File: config.mk
export PLATFORM = sky130hd
export DESIGN_NAME = macro_argument_splitter
export DESIGN_NICKNAME = d
export VERILOG_FILES = /design/src/rtl/core/mas_pkg.sv /design/src/rtl/core/macro_argument_splitter.sv /design/src/rtl/core/mas_queue.sv /design/src/rtl/core/mas_front.sv /design/src/rtl/core/mas_back.sv
export VERILOG_INCLUDE_DIRS = /design/src /design/src/rtl/core
export SDC_FILE = /design/constraint.sdc
export NUM_CORES = 1
export LEC_CHECK = 0
export ABC_CLOCK_PERIOD_IN_PS = 11300
export BUFFER_PORTS_ARGS = -buffer_cell sky130_fd_sc_hd__buf_2
export CAP_MARGIN = 20
export CORE_MARGIN = 1.5
export CORE_UTILIZATION = 50
export CTS_BUF_LIST = sky130_fd_sc_hd__clkbuf_8 sky130_fd_sc_hd__clkbuf_16
export DETAILED_ROUTE_END_ITERATION = 10
export MAX_ROUTING_LAYER = met4
export PLACE_DENSITY = 0.67
export SYNTH_ARGS = -nofsm -noshare
export SYNTH_HDL_FRONTEND = slang
export SYNTH_HIERARCHICAL = 1
export SYNTH_SLANG_ARGS = --single-unit
export TNS_END_PERCENT = 1
File: constraint.sdc
create_clock -name clk -period 11.3 [get_ports clk]
set_clock_uncertainty 0.15 [all_clocks]
set_input_delay 1.695 -clock clk [delete_from_list [all_inputs] [get_ports clk]]
set_output_delay 1.695 -clock clk [all_outputs]
set_load 0.03 [all_outputs]
File: src/rtl/core/assert_macros.svh
// ----------------------------------------------------------------------------
// assertion macros
// shared concurrent assertion forms, clocked on clk and muted in reset
// ----------------------------------------------------------------------------
`ifndef ASSERT_MACROS_SVH
`define ASSERT_MACROS_SVH

// expression holds at every edge outside reset
`define ASSERT_ALWAYS(label, expr, msg) \
    label: assert property (@(posedge clk) disable iff (!rst_n) (expr)) \
        else $error(msg);

// antecedent at one edge implies consequent at the next edge
`define ASSERT_NEXT(label, ante, cons, msg) \
    label: assert property (@(posedge clk) disable iff (!rst_n) (ante) |=> (cons)) \
        else $error(msg);

// antecedent implies consequent at the same edge
`define ASSERT_SAME(label, ante, cons, msg) \
    label: assert property (@(posedge clk) disable iff (!rst_n) (ante) |-> (cons)) \
        else $error(msg);

`endif

File: src/rtl/core/mas_pkg.sv
// ----------------------------------------------------------------------------
// mas_pkg
// types and codes shared by the macro argument splitter modules
// ----------------------------------------------------------------------------
package mas_pkg;

    // default sizing
    localparam int DEF_STACK_DEPTH = 32;
    localparam int DEF_MAX_TOKENS  = 4096;
    localparam int DEF_MAX_ARGS    = 256;
    localparam int QUEUE_DEPTH     = 2;

    // output field widths
    localparam int STATUS_W   = 4;
    localparam int NUM_W      = 8;
    localparam int LEN_W      = 12;
    localparam int CONSUMED_W = 13;

    // token classes
    localparam logic [3:0] C_OTHER = 4'd0;
    localparam logic [3:0] C_LPAR  = 4'd1;
    localparam logic [3:0] C_RPAR  = 4'd2;
    localparam logic [3:0] C_LBRK  = 4'd3;
    localparam logic [3:0] C_RBRK  = 4'd4;
    localparam logic [3:0] C_LBRC  = 4'd5;
    localparam logic [3:0] C_RBRC  = 4'd6;
    localparam logic [3:0] C_LBIN  = 4'd7;
    localparam logic [3:0] C_RBIN  = 4'd8;
    localparam logic [3:0] C_BLOCK = 4'd9;
    localparam logic [3:0] C_END   = 4'd10;
    localparam logic [3:0] C_FUN   = 4'd11;
    localparam logic [3:0] C_ARROW = 4'd12;
    localparam logic [3:0] C_WHEN  = 4'd13;
    localparam logic [3:0] C_COMMA = 4'd14;
    localparam logic [3:0] C_VAR   = 4'd15;

    // expected closer codes
    localparam logic [2:0] K_RPAR = 3'd0;
    localparam logic [2:0] K_RBRK = 3'd1;
    localparam logic [2:0] K_RBRC = 3'd2;
    localparam logic [2:0] K_RBIN = 3'd3;
    localparam logic [2:0] K_END  = 3'd4;
    localparam logic [2:0] K_FUN  = 3'd5;
    localparam logic [2:0] K_NONE = 3'd7;

    // result status
    localparam logic [3:0] ST_NO_CALL   = 4'd0;
    localparam logic [3:0] ST_OPENED    = 4'd1;
    localparam logic [3:0] ST_IN_ARG    = 4'd2;
    localparam logic [3:0] ST_ARG_END   = 4'd3;
    localparam logic [3:0] ST_CALL_END  = 4'd4;
    localparam logic [3:0] ST_EMPTY_ARG = 4'd5;
    localparam logic [3:0] ST_UNTERM    = 4'd6;
    localparam logic [3:0] ST_OVERFLOW  = 4'd7;
    localparam logic [3:0] ST_IGNORED   = 4'd8;

    typedef struct packed {
        logic       start_of_call;
        logic [3:0] token_class;
        logic [3:0] next_class;
        logic [3:0] after_next_class;
        logic       end_of_input;
    } mas_in_t;

    typedef struct packed {
        logic [STATUS_W-1:0]   status;
        logic [NUM_W-1:0]      argument_number;
        logic [LEN_W-1:0]      argument_length;
        logic [CONSUMED_W-1:0] consumed_count;
    } mas_out_t;

    // token after classification
    typedef struct packed {
        logic       start;
        logic       last;
        logic       lpar;
        logic       rpar;
        logic       comma;
        logic       arrow_when;
        logic       plain;
        logic [2:0] opens;
        logic [2:0] closes;
        logic [2:0] fun_push;
    } mas_cls_t;

endpackage

File: src/rtl/core/macro_argument_splitter.sv
// ----------------------------------------------------------------------------
// macro_argument_splitter
// splits the argument list of a macro call at top-level commas and ")"
// ----------------------------------------------------------------------------
// Input side is a queue: drive in_data and push, a word is taken at an edge
// with push high and full low. Each word is one pre-classified token with two
// lookahead classes. Result side is a queue too: while empty is low, out_data
// holds the oldest status word, taken at an edge with pop high.
// Every token word gives exactly one status word, in order.
// A taken word waits in the front queue; its status word then goes into the
// result queue, which out_data shows. Throughput: one token per cycle while the
// result queue has room, set by the closer stack update in the back end; the
// stack is a shift stack: one or two pops, a push or a top rewrite are one step.
// Two-word queues sit between front and back and on the result side, so
// when pop is held low the block keeps taking words until both fill, then
// raises full; nothing is lost or repeated.
// Reset empties both queues and leaves the splitter idle with no call open;
// the stack contents are not cleared, only entries below the pointer are read.
// ----------------------------------------------------------------------------
`include "assert_macros.svh"

module macro_argument_splitter #(
    parameter int STACK_DEPTH = mas_pkg::DEF_STACK_DEPTH,
    parameter int MAX_TOKENS  = mas_pkg::DEF_MAX_TOKENS,
    parameter int MAX_ARGS    = mas_pkg::DEF_MAX_ARGS
) (
    input  logic              clk,
    input  logic              rst_n,
    input  logic              push,
    output logic              full,
    input  mas_pkg::mas_in_t  in_data,
    output logic              empty,
    input  logic              pop,
    output mas_pkg::mas_out_t out_data
);
    import mas_pkg::*;

    mas_cls_t                    mid_head;
    logic                        mid_empty, mid_take;
    mas_out_t                    res_data;
    logic                        res_valid, out_full;
    logic [$bits(mas_out_t)-1:0] out_vec;

    mas_front u_front (
        .clk     (clk),
        .rst_n   (rst_n),
        .push    (push),
        .full    (full),
        .in_data (in_data),
        .take    (mid_take),
        .head    (mid_head),
        .empty   (mid_empty)
    );

    mas_back #(
        .STACK_DEPTH (STACK_DEPTH),
        .MAX_TOKENS  (MAX_TOKENS),
        .MAX_ARGS    (MAX_ARGS)
    ) u_back (
        .clk       (clk),
        .rst_n     (rst_n),
        .src_empty (mid_empty),
        .src_data  (mid_head),
        .src_take  (mid_take),
        .dst_full  (out_full),
        .dst_push  (res_valid),
        .dst_data  (res_data)
    );

    mas_queue #(
        .WIDTH ($bits(mas_out_t)),
        .DEPTH (QUEUE_DEPTH)
    ) u_out_queue (
        .clk     (clk),
        .rst_n   (rst_n),
        .wr_en   (res_valid),
        .wr_data (res_data),
        .full    (out_full),
        .rd_en   (pop),
        .rd_data (out_vec),
        .empty   (empty)
    );

    assign out_data = mas_out_t'(out_vec);

    `ASSERT_ALWAYS(a_no_out_overrun, !(res_valid && out_full), "result written into full queue")
    `ASSERT_NEXT(a_accept_lands, push && !full, !mid_empty, "accepted word missing from front queue")
    `ASSERT_NEXT(a_result_lands, res_valid, !empty, "result word missing from output queue")
    `ASSERT_SAME(a_consumed_only_at_end,
                 !empty && (out_data.status != ST_CALL_END),
                 out_data.consumed_count == '0,
                 "consumed count outside call end")

endmodule

File: src/rtl/core/mas_queue.sv
// ----------------------------------------------------------------------------
// mas_queue
// small first-in first-out buffer of words with full and empty flags
// ----------------------------------------------------------------------------
module mas_queue #(
    parameter int WIDTH = 1,
    parameter int DEPTH = mas_pkg::QUEUE_DEPTH
) (
    input  logic             clk,
    input  logic             rst_n,
    input  logic             wr_en,
    input  logic [WIDTH-1:0] wr_data,
    output logic             full,
    input  logic             rd_en,
    output logic [WIDTH-1:0] rd_data,
    output logic             empty
);
    import mas_pkg::*;

    localparam int PTR_W = (DEPTH > 1) ? $clog2(DEPTH) : 1;
    localparam int CNT_W = $clog2(DEPTH + 1);

    logic [WIDTH-1:0] slot_reg [DEPTH];
    logic [PTR_W-1:0] wr_ptr_reg, wr_ptr_next;
    logic [PTR_W-1:0] rd_ptr_reg, rd_ptr_next;
    logic [CNT_W-1:0] count_reg, count_next;
    logic             do_wr, do_rd;

    assign full    = (count_reg == CNT_W'(DEPTH));
    assign empty   = (count_reg == '0);
    assign do_wr   = wr_en && !full;
    assign do_rd   = rd_en && !empty;
    assign rd_data = slot_reg[rd_ptr_reg];

    always_comb
    begin
        wr_ptr_next = wr_ptr_reg;
        rd_ptr_next = rd_ptr_reg;
        count_next  = count_reg;
        if (do_wr)
        begin
            wr_ptr_next = (wr_ptr_reg == PTR_W'(DEPTH - 1)) ? '0 : wr_ptr_reg + 1'b1;
        end
        if (do_rd)
        begin
            rd_ptr_next = (rd_ptr_reg == PTR_W'(DEPTH - 1)) ? '0 : rd_ptr_reg + 1'b1;
        end
        if (do_wr && !do_rd)
        begin
            count_next = count_reg + 1'b1;
        end
        else if (do_rd && !do_wr)
        begin
            count_next = count_reg - 1'b1;
        end
    end

    always_ff @(posedge clk or negedge rst_n)
    begin
        if (!rst_n)
        begin
            wr_ptr_reg <= '0;
            rd_ptr_reg <= '0;
            count_reg  <= '0;
        end
        else
        begin
            wr_ptr_reg <= wr_ptr_next;
            rd_ptr_reg <= rd_ptr_next;
            count_reg  <= count_next;
        end
    end

    always_ff @(posedge clk)
    begin
        if (do_wr)
        begin
            slot_reg[wr_ptr_reg] <= wr_data;
        end
    end

endmodule

File: src/rtl/core/mas_front.sv
// ----------------------------------------------------------------------------
// mas_front
// accepts token words, decodes opener, closer and fun lookahead, and queues them
// ----------------------------------------------------------------------------
module mas_front (
    input  logic               clk,
    input  logic               rst_n,
    input  logic               push,
    output logic               full,
    input  mas_pkg::mas_in_t   in_data,
    input  logic               take,
    output mas_pkg::mas_cls_t  head,
    output logic               empty
);
    import mas_pkg::*;

    mas_cls_t                 cls;
    logic [$bits(mas_cls_t)-1:0] head_vec;

    function automatic logic [2:0] opens_code(input logic [3:0] tc);
        case (tc)
            C_LPAR:  opens_code = K_RPAR;
            C_LBRK:  opens_code = K_RBRK;
            C_LBRC:  opens_code = K_RBRC;
            C_LBIN:  opens_code = K_RBIN;
            C_BLOCK: opens_code = K_END;
            default: opens_code = K_NONE;
        endcase
    endfunction

    function automatic logic [2:0] closes_code(input logic [3:0] tc);
        case (tc)
            C_RPAR:  closes_code = K_RPAR;
            C_RBRK:  closes_code = K_RBRK;
            C_RBRC:  closes_code = K_RBRC;
            C_RBIN:  closes_code = K_RBIN;
            C_END:   closes_code = K_END;
            C_FUN:   closes_code = K_FUN;
            default: closes_code = K_NONE;
        endcase
    endfunction

    always_comb
    begin
        cls.start      = in_data.start_of_call;
        cls.last       = in_data.end_of_input;
        cls.lpar       = (in_data.token_class == C_LPAR);
        cls.rpar       = (in_data.token_class == C_RPAR);
        cls.comma      = (in_data.token_class == C_COMMA);
        cls.arrow_when = (in_data.token_class == C_ARROW) || (in_data.token_class == C_WHEN);
        cls.plain      = (in_data.token_class == C_OTHER) || (in_data.token_class == C_VAR);
        cls.opens      = opens_code(in_data.token_class);
        cls.closes     = closes_code(in_data.token_class);
        cls.fun_push   = K_NONE;
        // fun( gets the unresolved sentinel, fun Name( is a named fun closed by end
        if (in_data.token_class == C_FUN)
        begin
            if (in_data.next_class == C_LPAR)
            begin
                cls.fun_push = K_FUN;
            end
            else if ((in_data.next_class == C_VAR) && (in_data.after_next_class == C_LPAR))
            begin
                cls.fun_push = K_END;
            end
        end
    end

    mas_queue #(
        .WIDTH ($bits(mas_cls_t)),
        .DEPTH (QUEUE_DEPTH)
    ) u_cls_queue (
        .clk     (clk),
        .rst_n   (rst_n),
        .wr_en   (push),
        .wr_data (cls),
        .full    (full),
        .rd_en   (take),
        .rd_data (head_vec),
        .empty   (empty)
    );

    assign head = mas_cls_t'(head_vec);

endmodule

File: src/rtl/core/mas_back.sv
// ----------------------------------------------------------------------------
// mas_back
// closer stack and argument counters, one classified token word per cycle while the result side has room
// ----------------------------------------------------------------------------
module mas_back #(
    parameter int STACK_DEPTH = mas_pkg::DEF_STACK_DEPTH,
    parameter int MAX_TOKENS  = mas_pkg::DEF_MAX_TOKENS,
    parameter int MAX_ARGS    = mas_pkg::DEF_MAX_ARGS
) (
    input  logic               clk,
    input  logic               rst_n,
    input  logic               src_empty,
    input  mas_pkg::mas_cls_t  src_data,
    output logic               src_take,
    input  logic               dst_full,
    output logic               dst_push,
    output mas_pkg::mas_out_t  dst_data
);
    import mas_pkg::*;

    localparam int SP_W  = $clog2(STACK_DEPTH + 1);
    localparam int POS_W = $clog2(MAX_TOKENS + 1);
    localparam int CL_W  = $clog2(MAX_TOKENS);
    localparam int ARG_W = $clog2(MAX_ARGS);

    localparam logic [2:0] OP_HOLD    = 3'd0;
    localparam logic [2:0] OP_PUSH    = 3'd1;
    localparam logic [2:0] OP_POP1    = 3'd2;
    localparam logic [2:0] OP_POP2    = 3'd3;
    localparam logic [2:0] OP_SET_END = 3'd4;

    logic [2:0]       stk_reg  [STACK_DEPTH];
    logic [2:0]       stk_next [STACK_DEPTH];
    logic [SP_W-1:0]  sp_reg, sp_next;
    logic [ARG_W-1:0] args_reg, args_next;
    logic [CL_W-1:0]  len_reg, len_next;
    logic [POS_W-1:0] pos_reg, pos_next;
    logic             call_reg, call_next;

    logic [2:0]       top, top_b, push_code;
    logic             fun_pop, fun_end, boundary, nest_pop, push_want, push_ovf;
    logic [SP_W-1:0]  sp_b, sp_after;
    logic [2:0]       op_raw, stk_op;
    mas_out_t         res;

    assign src_take = !src_empty && !dst_full;
    assign dst_push = src_take;
    assign dst_data = res;

    // top of stack, with the fun sentinel resolved first
    assign top       = (sp_reg == '0) ? K_NONE : stk_reg[0];
    assign fun_pop   = (top == K_FUN) && (src_data.comma || src_data.rpar);
    assign fun_end   = (top == K_FUN) && src_data.arrow_when;
    assign sp_b      = fun_pop ? sp_reg - 1'b1 : sp_reg;
    assign top_b     = fun_pop ? ((sp_reg > SP_W'(1)) ? stk_reg[1] : K_NONE)
                     : (fun_end ? K_END : top);
    assign boundary  = (sp_b == '0) && (src_data.comma || src_data.rpar);
    assign nest_pop  = !src_data.plain && (top_b != K_NONE) && (src_data.closes == top_b);
    assign push_want = !src_data.plain && !nest_pop
                     && ((src_data.opens != K_NONE) || (src_data.fun_push != K_NONE));
    assign push_code = (src_data.opens != K_NONE) ? src_data.opens : src_data.fun_push;
    assign push_ovf  = push_want && (sp_b == SP_W'(STACK_DEPTH));

    always_comb
    begin
        op_raw   = OP_HOLD;
        sp_after = sp_reg;
        if (fun_pop && !boundary && nest_pop)
        begin
            op_raw   = OP_POP2;
            sp_after = sp_reg - SP_W'(2);
        end
        else if (fun_pop)
        begin
            op_raw   = OP_POP1;
            sp_after = sp_b;
        end
        else if (fun_end)
        begin
            op_raw = OP_SET_END;
        end
        else if (!boundary && nest_pop)
        begin
            op_raw   = OP_POP1;
            sp_after = sp_reg - 1'b1;
        end
        else if (!boundary && push_want && !push_ovf)
        begin
            op_raw   = OP_PUSH;
            sp_after = sp_reg + 1'b1;
        end
    end

    // shift stack: entry 0 is the top, each entry reads only itself, the entry above and the two below
    for (genvar g = 0; g < STACK_DEPTH; g++)
    begin : g_stk
        logic [2:0] from_above, from_below1, from_below2, set_end_val;
        if (g == 0)
        begin : g_top
            assign from_above  = push_code;
            assign set_end_val = K_END;
        end
        else
        begin : g_mid
            assign from_above  = stk_reg[g-1];
            assign set_end_val = stk_reg[g];
        end
        if (g + 1 < STACK_DEPTH)
        begin : g_b1
            assign from_below1 = stk_reg[g+1];
        end
        else
        begin : g_b1_edge
            assign from_below1 = stk_reg[g];
        end
        if (g + 2 < STACK_DEPTH)
        begin : g_b2
            assign from_below2 = stk_reg[g+2];
        end
        else
        begin : g_b2_edge
            assign from_below2 = stk_reg[g];
        end
        always_comb
        begin
            case (stk_op)
                OP_PUSH:    stk_next[g] = from_above;
                OP_POP1:    stk_next[g] = from_below1;
                OP_POP2:    stk_next[g] = from_below2;
                OP_SET_END: stk_next[g] = set_end_val;
                default:    stk_next[g] = stk_reg[g];
            endcase
        end
    end

    always_comb
    begin
        sp_next   = sp_reg;
        args_next = args_reg;
        len_next  = len_reg;
        pos_next  = pos_reg;
        call_next = call_reg;
        stk_op    = OP_HOLD;
        res       = '0;
        if (src_data.start)
        begin
            call_next = src_data.lpar;
            if (src_data.lpar)
            begin
                sp_next    = '0;
                args_next  = '0;
                len_next   = '0;
                pos_next   = POS_W'(1);
                res.status = ST_OPENED;
            end
            else
            begin
                res.status = ST_NO_CALL;
            end
        end
        else if (!call_reg)
        begin
            res.status = ST_IGNORED;
        end
        else if (pos_reg == POS_W'(MAX_TOKENS))
        begin
            res.status          = ST_OVERFLOW;
            res.argument_number = NUM_W'(args_reg);
            res.argument_length = LEN_W'(len_reg);
            call_next           = 1'b0;
        end
        else
        begin
            pos_next = pos_reg + 1'b1;
            if (!boundary)
            begin
                if (push_ovf)
                begin
                    res.status          = ST_OVERFLOW;
                    res.argument_number = NUM_W'(args_reg);
                    res.argument_length = LEN_W'(len_reg);
                    call_next           = 1'b0;
                end
                else
                begin
                    stk_op              = op_raw;
                    sp_next             = sp_after;
                    len_next            = len_reg + 1'b1;
                    res.status          = ST_IN_ARG;
                    res.argument_number = NUM_W'(args_reg);
                    res.argument_length = LEN_W'(len_next);
                end
            end
            else
            begin
                stk_op  = op_raw;
                sp_next = sp_after;
                if ((len_reg == '0) && ((args_reg != '0) || src_data.comma))
                begin
                    res.status          = ST_EMPTY_ARG;
                    res.argument_number = NUM_W'(args_reg);
                    call_next           = 1'b0;
                end
                else if (src_data.rpar)
                begin
                    res.status          = ST_CALL_END;
                    res.argument_number = NUM_W'(args_reg);
                    res.argument_length = LEN_W'(len_reg);
                    res.consumed_count  = CONSUMED_W'(pos_next);
                    call_next           = 1'b0;
                end
                else if (args_reg == ARG_W'(MAX_ARGS - 1))
                begin
                    res.status          = ST_OVERFLOW;
                    res.argument_number = NUM_W'(args_reg);
                    res.argument_length = LEN_W'(len_reg);
                    call_next           = 1'b0;
                end
                else
                begin
                    res.status          = ST_ARG_END;
                    res.argument_number = NUM_W'(args_reg);
                    res.argument_length = LEN_W'(len_reg);
                    args_next           = args_reg + 1'b1;
                    len_next            = '0;
                end
            end
        end
        // input ran out with the call still open
        if (call_next && src_data.last)
        begin
            res.status          = ST_UNTERM;
            res.argument_number = NUM_W'(args_next);
            res.argument_length = LEN_W'(len_next);
            res.consumed_count  = '0;
            call_next           = 1'b0;
        end
    end

    always_ff @(posedge clk or negedge rst_n)
    begin
        if (!rst_n)
        begin
            sp_reg   <= '0;
            args_reg <= '0;
            len_reg  <= '0;
            pos_reg  <= '0;
            call_reg <= 1'b0;
        end
        else if (src_take)
        begin
            sp_reg   <= sp_next;
            args_reg <= args_next;
            len_reg  <= len_next;
            pos_reg  <= pos_next;
            call_reg <= call_next;
        end
    end

    always_ff @(posedge clk)
    begin
        if (src_take)
        begin
            stk_reg <= stk_next;
        end
    end

endmodule

---- Word-level counts from Yosys, hierarchy flattened ----
Memory sizes are Yosys's and may differ from the RTL's.
Index checks and enable logic that the tools add are counted.
cells by class
  add/sub/neg operators ................... 14
  $lt $le $gt $ge ......................... 1
  equal/unequal tests ..................... 35
  muxes and demuxes ....................... 121
  reduce and logical (&&, ||, !) cells .... 61
operator list
  kind                                                  number
  case mux 3 bit (3 select lines)                       29
  2-to-1 mux 12 bit                                     10
  2-to-1 mux 13 bit                                     7
  2-to-1 mux 6 bit                                      12
  2-to-1 mux 23 bit                                     3
  2-to-1 mux 33 bit                                     2
  2-to-1 mux 8 bit                                      8
  2-to-1 mux 24 bit                                     2
  2-to-1 mux 3 bit                                      16
  2-to-1 mux 37 bit                                     1
  equality test 4 bit (second input constant)           9
  logical AND 1 bit                                     25
  2-to-1 mux 25 bit                                     1
  2-to-1 mux 1 bit                                      19
  case mux 3 bit (6 select lines)                       1
  equality test 4 x 3 -> 1 bit (second input constant)  4
  case mux 3 bit (5 select lines)                       1
  adder 13 x 1 -> 13 bit (second input constant)        1
  equality test 13 bit (second input constant)          1
  adder 12 x 1 -> 12 bit (second input constant)        1
  equality test 4 x 1 -> 1 bit (second input constant)  3
  zero test 1 bit                                       12
  zero test 12 bit                                      1
  zero test 6 bit                                       2
  34 further kinds                                      61
storage, ports and cells
  register bits after elaboration ......... 144
  RAM bits ................................ 106
  bits of input ports ..................... 18
  logic and storage cells ................. 277
  memories ................................ 2
memory list
  memory                        depth  bits a word  read ports  clocked after Yosys merged registers in  write ports  line             RTL
  u_out_queue.slot_reg          2      37           1           0                                        1            mas_queue.sv:23  logic [WIDTH-1:0] slot_reg [DEPTH];
  u_front.u_cls_queue.slot_reg  2      16           1           0                                        1            mas_queue.sv:23

---- Logic depth before layout (Yosys ltp) ----
  depth after elaboration ................. 28
  mapped depth ............................ 19

---- By module ----
The synthesis kept the hierarchy.
by module, submodules not included
  module                           times used  cells each  area an instance (um^2)  seq. area each (um^2)
  mas_back                         1           982         8943.6                   3883.7
  mas_queue (u_out_queue)          1           134         2949.1                   2322.2
  mas_queue (u_front.u_cls_queue)  1           69          1402.6                   1061.0
  mas_front                        1           31          209.0                    0.0

---- Worst setup path before layout ----
OpenSTA, ideal clock, no wires.
  kind .................................... register to register
  start ................................... reg u_front.u_cls_queue.rd_ptr_reg
  end ..................................... reg u_back.stk_reg, in the netlist u_back/g_stk[0].from_below1[0], enable pin
  library setup time ...................... 561 ps
  data arrival time ....................... 7569 ps
  data required time ...................... 10589 ps
  slack ................................... 3020 ps
  cell stages (with the launch flop) ...... 18
  path buffers ............................ 5
  clock period less this slack ............ 8280 ps
  cell sequence ........................... dfrtp_1 > buf_6 > buf_12 > mux2_4 > buf_4 > o211ai_2 > a211oi_4 > ha_1 > nor2b_1 > and3_1 > and3_1 > o211ai_2 > nand3_1 > nand2_1 > nand3_1 > buf_2 > buf_1 > a21oi_1
RTL lines
  what                      line             RTL
  start: declaration        mas_queue.sv:25  logic [PTR_W-1:0] rd_ptr_reg, rd_ptr_next;
  start signal: assignment  mas_queue.sv:69  rd_ptr_reg <= rd_ptr_next;
  end signal: assignment    mas_back.sv:264  stk_reg <= stk_next;
  end: declaration          mas_back.sv:32   logic [2:0] stk_reg [STACK_DEPTH];

==> reports/results.tsv <==
metric	value	unit
status	complete, no violations	
Die ar.	28000	µm²
flip-flop count of the largest register after layout	81	
IO buf count	56	
Critical Path AT	6450	ps
CTS HTree Levels	1	
CTS root buffer	clkbuf_16	
CP bufs+invs	2	
total congestion overflow	0	
Final min period	6340	ps
area fraction of the dominant cell type after synthesis	0.449	
Slew HR	0.342	
routed wl met2	12.1	mm
Final Max Slew Viols	0	
post-synthesis instance area	13500	µm²
I/O pin count	57	
core area	26300	µm²
Starting Density	0.514	
fin worst setup slack	4960	ps
Max Freq	0.158	GHz
die height	167	µm
distinct cell type count after synthesis	83	
Post-Route M1 WL	12.8	mm
Max VDD drop	0.000132	V
Clock Sink Count	250	
vias in the first global route	8712	
TritonCTS Buffers	28	
first-pass GRT wire length	44.4	mm
Ys Warns	6	
P_leak	5.46	nW
RSZ-0062 raised after global routing	no	
DR vias	9304	
met3 WL post-DR	1.23	mm
Final Hold Vio Count	0	
Worst Max-Slew Pin Slew	983	ps
Post-CTS Setup Bufs	0	
CTS tree	done	
Mapped Cells	1216	
PD cells	236	nW/µm²
required time of the critical path	11410	ps
Clock Pin Slew Worst Setup and Hold Paths	60	ps
Post-DP HPWL	17.2	mm
All-Layer GR Usage	0.196	
Critical Path Start Type	register	
wire per inst	16.8	µm
DRC	0	
1st-iter DRT viols	734	
worst skew pair latency	540	ps
clock tree buffer depth	3	
final antenna-violating net count	0	
fin nets	1275	
initial antenna violation count	0	
DR pass1 iterations	5	
GP Congestion	0.874	
crit path kind	register to register	
Rows	59	
area leader, netlist	edfxtp_1	
share of cells above drive strength 1	0.158	
Cell Count, Final, Fillers Out	1597	
Worst Path Max Fanout	59	
Syn Area/Cell	11.1	µm²
CTS-repair resized insts	0	
utilization after layout	0.567	
highest metal used	met4	
async set-or-reset flop fraction in the synthesized netlist	0.192	
Pwr Total	3.52	mW
layout overhead on the synthesized area	10.3	%
top cell family by delay on the critical path	compound AO/OA/AOI/OAI gates	
CTS hold repair buffers	0	
largest net degree at the start of global routing	101	
Sum Neg Setup Slack	0	ps
crit end category	register	
pre-CTS setup slack	4900	ps
Seq/Total Area, Yosys	0.538	
Hold WC Path Type	register to register	
slowest library cell on the worst path	dfrtp_1	
placed cells	1542	
Setup-failing EPs final	0	
vias per cell	5.83	
antenna cells	0	
final WL	26.9	mm
Final period util	0.561	
Crit path largest cell delay	900	ps
Synth Flop Type	edfxtp_1	
max-cap viol count	0	
Register-to-Register Setup Slack	4960	ps
Die Wd	167	µm
crit-path cells	mux2_4 > o211ai_2 > a211oi_4 > ha_1 > nor2b_1 > and3_1 > and3_1 > o211ai_2 > nand3_1 > nor2_4 > buf_4 > buf_4 > mux2_2 > o31ai_1 > a22oi_1	
FF+latch count, synth	250	
synth top area cells	edfxtp_1 (45%), dfrtp_1 (8.9%), mux2i_1 (6.8%)	
EDFF count, synth	202	
path summary, 6_finish.rpt:
check                                                startpoint                         endpoint  cells after the start
worst min-delay path            u_back/g_stk[28].from_below2[2]  u_back/g_stk[29].from_below2[2]                      0
worst min register to register  u_back/g_stk[28].from_below2[2]  u_back/g_stk[29].from_below2[2]                      0
worst max-delay path             u_front/u_cls_queue/rd_ptr_reg    u_back/g_stk[1].from_above[2]                     15
max in group asynchronous                                 rst_n           u_out_queue/rd_ptr_reg                      2
min in group asynchronous                                 rst_n               u_back/len_reg[11]                      2
worst max register to register   u_front/u_cls_queue/rd_ptr_reg    u_back/g_stk[1].from_above[2]                     15
power by group:
group	switching [mW]	internal [mW]	leakage [nW]
Combinational	0.808	0.447	2.47
Clock	0.353	0.531	0.486
Sequential	0.122	1.25	2.50
Total	1.28	2.23	5.46
synthesized netlist by cell type (22+ instances only):
cell,n
edfxtp_1,202
o21ai_0,170
nand2_1,152
mux2i_1,92
nor2_1,65
dfrtp_1,48
clkbuf_1,40
a21oi_1,31
nor3_1,31
mux2_2,29
mux2_4,29
inv_1,25
nand3_1,25
and3_1,22
metrics by stage:
step,instance area [µm²],hold WS (ps)
final,14900,332
after detailed placement,13900,321
after global routing,14900,377
after global placement,13900,317
after floorplan,13500,299
after CTS,14800,335
area by class of cell:
type                            instances  area [µm²]
Sequential cell                       250        7270
Timing Repair Buffer                   70         410
Tap cell                              335         419
Fill cell                            2214       11400
Clock buffer                           36         822
Clock inverter                         16         104
Multi-Input combinational cell        863        5770
Inverter                               27         101
cell families after synthesis:
family                     Yosys count  synth area share
buffers and inverters              104            0.0379
other                                1          0.000278
and+or+nand+nor                    369             0.131
muxes                              150             0.125
adders and majority gates           17            0.0158
xor gates and xnor gates            27            0.0175
AOI/OAI and AO/OA                  298             0.134
DFF                                250             0.538
cells in the final DEF, fill, tap and decap left out, types with 5 or more instances in the layout:
master,netlist,layout
edfxtp_1,202,202
o21ai_0,170,170
nand2_1,152,152
mux2i_1,92,92
nor2_1,65,64
buf_2,18,56
dfrtp_1,48,47
inv_1,25,33
nor3_1,31,31
a21oi_1,31,30
clkbuf_16,0,29
mux2_2,29,29
mux2_4,29,29
nand3_1,25,24
and3_1,22,22
xnor2_1,19,19
o31ai_1,19,19
ha_1,17,17
o22ai_1,13,13
buf_4,10,12
nand2b_1,8,8
xor2_1,8,8
clkbuf_8,0,7
nand4_1,7,7
or3_1,7,7
or2_2,7,7
o21ai_1,6,6
nor2b_1,6,6
nor4b_1,6,6
nor4_1,6,6
or4_1,5,5
a31oi_1,5,5
per-layer routing:
metal,vias to the layer above,GRT usage
met5,-,-
met4,0,0.0533
met3,66,0.0236
met2,238,0.303
met1,4414,0.274
li1,4586,-
Power figures use the tool's default switching activity.
